`src/chip8_instruction_executor_assert.svh`:
```
// Assertion macros for the CHIP-8 executor.
// Used by the top level only; empty when SYNTHESIS is defined.
`ifndef CHIP8_INSTRUCTION_EXECUTOR_ASSERT_SVH
`define CHIP8_INSTRUCTION_EXECUTOR_ASSERT_SVH
`ifndef SYNTHESIS
`define C8_ASSERT_IMPL(lbl, ante, cons) \
  lbl: assert property (@(posedge clk) disable iff (!rst_n) (ante) |-> (cons)) \
    else $error("c8 assertion failed");
`define C8_ASSERT_NEXT(lbl, ante, cons) \
  lbl: assert property (@(posedge clk) disable iff (!rst_n) (ante) |=> (cons)) \
    else $error("c8 assertion failed");
`else
`define C8_ASSERT_IMPL(lbl, ante, cons)
`define C8_ASSERT_NEXT(lbl, ante, cons)
`endif
`endif

```
`src/c8_pkg.sv`:
```
// Package for the CHIP-8 executor: operation codes, font table, control structs.
// No dependencies.
package c8_pkg;
  localparam int STACK_DEPTH_DEF = 16;
  localparam logic [11:0] PC_RESET = 12'h200;

  typedef enum logic [1:0] {
    OP_WRITE = 2'd0,
    OP_EXEC  = 2'd1,
    OP_READ  = 2'd2,
    OP_DISP  = 2'd3
  } op_t;

  // Memory port selector driven by the controller.
  typedef enum logic [2:0] {
    MA_HOST = 3'd0,
    MA_PC   = 3'd1,
    MA_PC1  = 3'd2,
    MA_IDX  = 3'd3,
    MA_INIT = 3'd4
  } maddr_t;

  // Memory write data selector driven by the controller.
  typedef enum logic [1:0] {
    MW_HOST = 2'd0,
    MW_BCD  = 2'd1,
    MW_REG  = 2'd2,
    MW_INIT = 2'd3
  } mwsel_t;

  // Font glyph byte for memory address a (first 128 bytes).
  function automatic logic [7:0] font_byte(input logic [6:0] a);
    logic [79:0] rows;
    logic [7:0] b;
    begin
      case (a[6:3])
        4'h0: rows = 80'hF0909090F0_0000000000;
        4'h1: rows = 80'h2060202070_0000000000;
        4'h2: rows = 80'hF010F080F0_0000000000;
        4'h3: rows = 80'hF010F010F0_0000000000;
        4'h4: rows = 80'h9090F01010_0000000000;
        4'h5: rows = 80'hF080F010F0_0000000000;
        4'h6: rows = 80'hF080F090F0_0000000000;
        4'h7: rows = 80'hF010204040_0000000000;
        4'h8: rows = 80'hF090F090F0_0000000000;
        4'h9: rows = 80'hF090F010F0_0000000000;
        4'hA: rows = 80'hF090F09090_0000000000;
        4'hB: rows = 80'hE090E090E0_0000000000;
        4'hC: rows = 80'hF0808080F0_0000000000;
        4'hD: rows = 80'hE0909090E0_0000000000;
        4'hE: rows = 80'hF080F080F0_0000000000;
        default: rows = 80'hF080F08080_0000000000;
      endcase
      case (a[2:0])
        3'd0: b = rows[79:72];
        3'd1: b = rows[71:64];
        3'd2: b = rows[63:56];
        3'd3: b = rows[55:48];
        3'd4: b = rows[47:40];
        default: b = 8'h00;
      endcase
      return b;
    end
  endfunction

  // Controller to datapath commands.
  typedef struct packed {
    maddr_t     maddr;
    logic [3:0] moff;      // offset added to I for memory accesses
    logic       mwe;
    mwsel_t     mwsel;     // host data, BCD digit, register, or reset image
    logic       dwe;       // display write
    logic       dclr;      // display address comes from counter
    logic       load_hi;
    logic       load_lo;
    logic       exec;      // perform instruction effects
    logic       reg_ld;    // load V[moff] from memory read data
    logic       draw_pix;  // draw: apply row byte to display byte pair
    logic       draw_fin;  // draw: commit VF
    logic       capture;   // latch result
    logic       clr_changed;
  } cmd_t;

  // Datapath to controller status.
  typedef struct packed {
    logic [15:0] opcode;
  } sts_t;
endpackage

```
`src/c8_ctrl.sv`:
```
// Controller state machine of the CHIP-8 executor.
// Depends on c8_pkg.
module c8_ctrl (
  input  logic         clk,
  input  logic         rst_n,
  input  logic         in_fire,
  input  logic [1:0]   in_op,
  input  c8_pkg::sts_t sts,
  input  logic         out_free,  // output register empty or being taken
  output logic         busy,
  output logic         init_done,
  output logic         res_load,
  output logic [11:0]  cnt,
  output c8_pkg::cmd_t cmd
);
  import c8_pkg::*;

  typedef enum logic [10:0] {
    S_INIT  = 11'b00000000001,
    S_IDLE  = 11'b00000000010,
    S_HOST  = 11'b00000000100,
    S_FHI   = 11'b00000001000,
    S_FLO   = 11'b00000010000,
    S_DEC   = 11'b00000100000,
    S_CLR   = 11'b00001000000,
    S_DRAW  = 11'b00010000000,
    S_MEM   = 11'b00100000000,
    S_FIN   = 11'b01000000000,
    S_OUT   = 11'b10000000000
  } state_t;

  state_t st_r, st_nxt;
  logic [11:0] cnt_r, cnt_nxt;
  logic [15:0] opc;
  assign opc = sts.opcode;
  assign cnt = cnt_r;
  assign busy = (st_r != S_IDLE);
  assign init_done = (st_r != S_INIT);

  always_ff @(posedge clk) begin
    if (!rst_n) begin
      st_r <= S_INIT;
      cnt_r <= 12'd0;
    end else begin
      st_r <= st_nxt;
      cnt_r <= cnt_nxt;
    end
  end

  always_comb begin
    st_nxt = st_r;
    cnt_nxt = cnt_r;
    cmd = '0;
    cmd.maddr = MA_HOST;
    res_load = 1'b0;
    unique case (st_r)
      S_INIT: begin
        // Memory and display clearing pass, font loaded in the low bytes.
        cmd.maddr = MA_INIT;
        cmd.mwe = 1'b1;
        cmd.mwsel = MW_INIT;
        cmd.dclr = 1'b1;
        cmd.dwe = 1'b1;
        cnt_nxt = cnt_r + 12'd1;
        if (cnt_r == 12'hFFF) st_nxt = S_IDLE;
      end
      S_IDLE: begin
        cmd.clr_changed = 1'b1;
        if (in_fire) begin
          if (in_op == OP_EXEC) begin
            st_nxt = S_FHI;
          end else begin
            st_nxt = S_HOST;
          end
        end
      end
      S_HOST: begin
        // Registered read done; write happened at accept.
        st_nxt = S_OUT;
      end
      S_FHI: begin
        cmd.maddr = MA_PC;
        st_nxt = S_FLO;
      end
      S_FLO: begin
        cmd.maddr = MA_PC1;
        cmd.load_hi = 1'b1;
        st_nxt = S_DEC;
      end
      S_DEC: begin
        cmd.load_lo = 1'b1;
        cnt_nxt = 12'd0;
        st_nxt = S_MEM;
      end
      S_MEM: begin
        // Opcode now stable: route to the long operations or finish.
        cnt_nxt = 12'd0;
        if (opc == 16'h00E0) st_nxt = S_CLR;
        else if (opc[15:12] == 4'hD) st_nxt = S_DRAW;
        else if (opc[15:12] == 4'hF &&
                 (opc[7:0] == 8'h33 || opc[7:0] == 8'h55 || opc[7:0] == 8'h65))
          st_nxt = S_FIN;
        else begin
          cmd.exec = 1'b1;
          st_nxt = S_OUT;
        end
      end
      S_CLR: begin
        // Read each display byte, then write zero in the following cycle.
        cmd.dclr = 1'b1;
        cmd.maddr = MA_PC;
        cmd.dwe = cnt_r[0];
        cnt_nxt = cnt_r + 12'd1;
        if (cnt_r == 12'd511) begin
          cmd.exec = 1'b1;
          st_nxt = S_OUT;
        end
      end
      S_DRAW: begin
        // cnt: [11:7] row, [6] half, [1:0] phase; row fetch, then two bytes RMW.
        cmd.maddr = MA_IDX;
        cmd.moff = cnt_r[10:7];
        cmd.draw_pix = (cnt_r[1:0] == 2'd2) && !cnt_r[6];
        cmd.dwe = (cnt_r[1:0] == 2'd3);
        cnt_nxt = cnt_r + 12'd1;
        if (cnt_r[1:0] == 2'd3) begin
          cnt_nxt = cnt_r[6] ? {cnt_r[11:7] + 5'd1, 7'd0} : {cnt_r[11:7], 1'b1, 6'd0};
        end
        if (cnt_r[11:7] == {1'b0, opc[3:0]}) begin
          cmd.dwe = 1'b0;
          cmd.draw_pix = 1'b0;
          cmd.draw_fin = 1'b1;
          cmd.exec = 1'b1;
          st_nxt = S_OUT;
        end
      end
      S_FIN: begin
        // BCD, store and load block moves, one register at a time.
        cmd.maddr = MA_IDX;
        cmd.moff = cnt_r[4:1];
        cnt_nxt = cnt_r + 12'd1;
        if (opc[7:0] == 8'h33) begin
          cmd.mwsel = MW_BCD;
          cmd.mwe = !cnt_r[0];
          if (cnt_r[4:1] == 4'd2 && cnt_r[0]) begin
            cmd.exec = 1'b1;
            st_nxt = S_OUT;
          end
        end else if (opc[7:0] == 8'h55) begin
          cmd.mwsel = MW_REG;
          cmd.mwe = !cnt_r[0];
          if (cnt_r[4:1] == opc[11:8] && cnt_r[0]) begin
            cmd.exec = 1'b1;
            st_nxt = S_OUT;
          end
        end else begin
          cmd.reg_ld = cnt_r[0];
          if (cnt_r[4:1] == opc[11:8] && cnt_r[0]) begin
            cmd.exec = 1'b1;
            st_nxt = S_OUT;
          end
        end
      end
      S_OUT: begin
        if (out_free) begin
          cmd.capture = 1'b1;
          res_load = 1'b1;
          st_nxt = S_IDLE;
        end
      end
      default: st_nxt = S_IDLE;
    endcase
    // Host write happens at the accepting edge.
    if (st_r == S_IDLE && in_fire && in_op == OP_WRITE) cmd.mwe = 1'b1;
    if (st_r == S_IDLE && in_fire) cmd.maddr = MA_HOST;
    if (st_r == S_HOST) cmd.maddr = MA_HOST;
    cmd.mwsel = (st_r == S_IDLE) ? MW_HOST : cmd.mwsel;
  end
endmodule

```
`config.mk`:
```
export PLATFORM = sky130hd
export DESIGN_NAME = c8_ctrl
export DESIGN_NICKNAME = d
export VERILOG_FILES = /design/src/chip8_instruction_executor_assert.svh /design/src/c8_pkg.sv /design/src/c8_ctrl.sv
export SDC_FILE = /design/constraint.sdc
export NUM_CORES = 1
export LEC_CHECK = 0
export ABC_AREA = 1
export BUFFER_PORTS_ARGS = -buffer_cell sky130_fd_sc_hd__buf_4
export CORE_ASPECT_RATIO = 1.2
export CORE_MARGIN = 5
export CORE_UTILIZATION = 29
export DETAILED_ROUTE_END_ITERATION = 7
export PLACE_DENSITY = 0.58
export SYNTH_ARGS = -nofsm -noshare
export SYNTH_HDL_FRONTEND = slang
export SYNTH_SLANG_ARGS = --single-unit
```
`constraint.sdc`:
```
create_clock -name clk -period 3.6 [get_ports clk]
set_clock_uncertainty 0.05 [all_clocks]
set_input_delay 0.54 -clock clk [delete_from_list [all_inputs] [get_ports clk]]
set_output_delay 0.54 -clock clk [all_outputs]
set_load 0.005 [all_outputs]
```
After elaboration in Yosys (flattened, before gate mapping)

Index checks and enable logic that the tools add are counted.

Register bits after elaboration: 23
Bits of input ports: 22
Output and inout port bits: 35

Add/subtract/negate cells: 2
Eq/ne operators: 35
Mux-type cells: 47
Reductions and logical operators: 19

Operators by type and width:

| operator              | count |
|---|---|
| $mux 11               | 11 |
| $pmux 11 s11          | 1 |
| $pmux 12 s3           | 1 |
| $mux 12               | 2 |
| $mux 1                | 19 |
| $eq 16x8->1 const B   | 1 |
| $eq 8x7->1 const B    | 2 |
| $add 12x1->12 const B | 1 |
| $eq 12x12->1 const B  | 1 |
| $eq 12x9->1 const B   | 1 |
| $mux 3                | 4 |
| $pmux 3 s4            | 1 |
| $eq 11x1->1 const B   | 1 |
| $eq 11x10->1 const B  | 1 |
| $eq 11x11->1 const B  | 1 |
| $eq 11x2->1 const B   | 1 |
| $eq 11x3->1 const B   | 1 |
| $eq 11x4->1 const B   | 1 |
| $eq 11x5->1 const B   | 1 |
| $eq 11x6->1 const B   | 1 |
| $eq 11x7->1 const B   | 1 |
| $eq 11x8->1 const B   | 1 |
| $eq 11x9->1 const B   | 1 |
| $ne 11x1->1 const B   | 1 |
| 26 further kinds      | 46 |

Logic depth before layout (Yosys ltp)

Depth in word-level cells: 8
Gate-level depth with buffers: 14
Gate-level depth less buffers: 14

Least setup slack after synthesis

Ideal clock, no wire load.

Path kind: input -> output
Start point: input sts[3] (netlist name)
End point: output cmd[12] (netlist name)
Data arrival time: 1.378 ns
Data required time: 3.010 ns
Slack: 1.632 ns
Stages: 7
Path buffers: 0
Cell sequence: inv_1 nand2_1 nor2_1 nand4_1 nand2_1 inv_1 o311ai_0

RTL lines:

| item        | line          | RTL |
|---|---|---|
| from (decl) | c8_ctrl.sv:8  | `input c8_pkg::sts_t sts,` |
| to (decl)   | c8_ctrl.sv:14 | `output c8_pkg::cmd_t cmd` |

==> reports/summary.txt <==
Reg power frac: 23.6%
Core Area: 8018 µm²
worst skew pair latency: 270 ps
antenna violations before repair: 0
Slew @ Worst Pin: 430.5 ps
Syn Nets: 426
Setup crit end kind: primary output
clock share of power: 9.9%
Internal: 0.0008311 W
PostCTS Resize Cnt: 0
Max Clk Rate: 388.3 MHz
synth warn: 0
fin. max-slew vios: 0
Pleak: 1.520 nW
FF-to-FF setup slack: 1360 ps
Final ANT Viol Nets: 0
IO Pins: 57
worst reg2reg startpoint: cnt[0]
Hold Startpoint: in_op[1]
number of diodes: 0
RePlAce Congestion: 1.004
Avg WL per Cell: 13.68 µm
Post-synth EDFFs: 0
Worst Setup SP: st_r[7]
CTS root buf: clkbuf_8
fill count: 901
first-pass iteration count of the detailed router: 4
cts-stage hold buffer count: 0
Sw Pwr: 0.0009146 W
Worst-path clk slew: 90 ps
CP Max Fanout: 11
drt total wl: 7442 µm
critical path arrival: 1990 ps
global-route wire length before repair: 12200 µm
VDD IR max: 280.9 µV
Synth cell types: 37
largest net degree at the start of global routing: 15
CP startpoint kind: flop
Yosys reg bits: 23
initial drt markers: 161
register area share after synthesis: 19.69%
DRC Markers: 0
setup TNS: 0 ps
CP Data Required Time: 3010 ps
clock sink total: 23
Switching Share: 52.39%
Cells after Synth: 400
commonest non-fill, non-tap cell in the layout: nand2_1
routed vias: 2681
Tmin final: 2575 ps
H-tree depth: 1
layout cells sized above 1: 22.94%
CTS Buf Count: 3
Max-slew headroom: 70.94%
logic gate share of total power: 66.5%
via/cell ratio: 4.928
Synth Flop Type: dfxtp_1
row cnt: 36
die area: 9967 µm²
P per Cell Area: 610.9 nW/µm²
Buffers on Ports: 56
die width: 91.98 µm
status: complete, no violations
crit path kind: reg2out
layout net count: 476
min-delay worst type: in2reg
overall routing resource usage: 14.96%
TritonCTS clock tree: done
Die Ht: 108.4 µm
most frequent cells in the layout: nand2_1, inv_1, buf_4, nor2_1, nand3_1
initial cell density of the core: 29.17%
Cell Area, Synth: 2338 µm²
post-CTS setup buffer count: 0
final hold vios: 0
Final period util: 71.53%
Max Cap Viol: 0
clk buf depth: 2
grt total ovfl: 0
syn_area_per_cell: 5.846 µm²
Post-synth ARST share: 0%
number of setup violations in the final report: 0
RSZ-0062 raised after global routing: false
Area Growth Syn to Fin: 22.20%
post-detail-place hpwl: 6147 µm
final core occ: 35.64%
vias in the first global route: 2641
[cells in the mapped netlist (2+ instances only)]
cell      instances  area [µm²]
nand2_1          92       345.3
inv_1            66       247.7
nor2_1           52       195.2
nand3_1          37       185.2
dfxtp_1          23       460.4
nor3_1           16       80.08
o21ai_0          15       75.07
a21oi_1           8       40.04
nand2_2           8       50.05
nand2_4           8       90.09
nor2_4            8       90.09
inv_2             7       26.28
nand4_1           7       43.79
xor2_1            6       52.55
buf_2             5       25.02
o22ai_1           5       31.28
ha_1              4       50.05
a31oi_1           3       18.77
clkbuf_1          3       11.26
nor2_2            3       18.77
and3_1            2       12.51
buf_6             2       22.52
nand3_2           2       20.02
nor3_2            2       20.02
nor4_1            2       12.51
o21a_1            2       15.01
o21ai_1           2       10.01
[cells by family after synthesis]
kind of cell    after synthesis  synth area share [%]
compound gates               40                 9.952
xor+xnor                      6                 2.247
fa+ha+maj                     4                 2.140
buf+inv                      85                 14.82
flops                        23                 19.69
simple gates                242                 51.15
[final cells by class]
type / instances / area [µm²] / share of cell area [%]
Inverter: 74 / 280.3 / 9.807
Clock buffer: 3 / 41.29 / 1.445
Sequential cell: 23 / 460.4 / 16.11
Timing Repair Buffer: 56 / 420.4 / 14.71
Clock inverter: 1 / 5.005 / 0.1751
Tap cell: 95 / 118.9 / 4.159
Multi-Input combinational cell: 292 / 1531 / 53.59
[registers in the layout, summed over array words and instances (netlist names)]
signal	cells
st_r	11
cnt	12
[worst max-delay path, stage by stage, from the launching register on]
cell and delay (ps):
dfxtp_1 340, nor2_1 190, nand2_2 140, nor2_4 150, nand2_2 210, o311ai_0 490, buf_4 190
[per-layer routing]
layer  global-route usage (%)  part of all wire (%)  vias up  wire length [µm]
met2                    27.97                    51       65              3790
met4                    4.034                   1.7        0               123
met1                    17.15                    42     1232              3116
met5                        0                     0        -                 0
met3                    3.132                   5.5       14               411
li1                         -                     -     1370                 -
[power groups by stage]
stage | clock network, W | logic (W) | registers (W)
after floorplan | 0 | 0.000857 | 0.000373
after global placement | 0 | 0.00117 | 0.000414
after detailed placement | 0 | 0.00116 | 0.000415
after CTS | 0.000179 | 0.00117 | 0.000409
after global routing | 0.000187 | 0.00131 | 0.000421
final | 0.000173 | 0.00116 | 0.000412
[through the flow]
stage	cells	hold WS, ps	cell area [µm²]	total power, W	setup slack, ps
2_1_floorplan	400	472.3	2338	0.001230	1632
3_3_place_gp	540	496.9	2811	0.001589	1205
3_5_place_dp	540	497.3	2811	0.001579	1166
4_1_cts	544	477.2	2858	0.001758	1019
5_1_grt	544	500.0	2858	0.001919	838.3
6_report	544	478.2	2858	0.001746	1025
[worst paths after layout]
path	end	depth (start not counted)
max	cmd[12]	6
min	st_r[3]	4
max reg2reg	st_r[1]	8
min reg2reg	st_r[6]	4
Note: power is estimated with default switching activity, not from simulation.
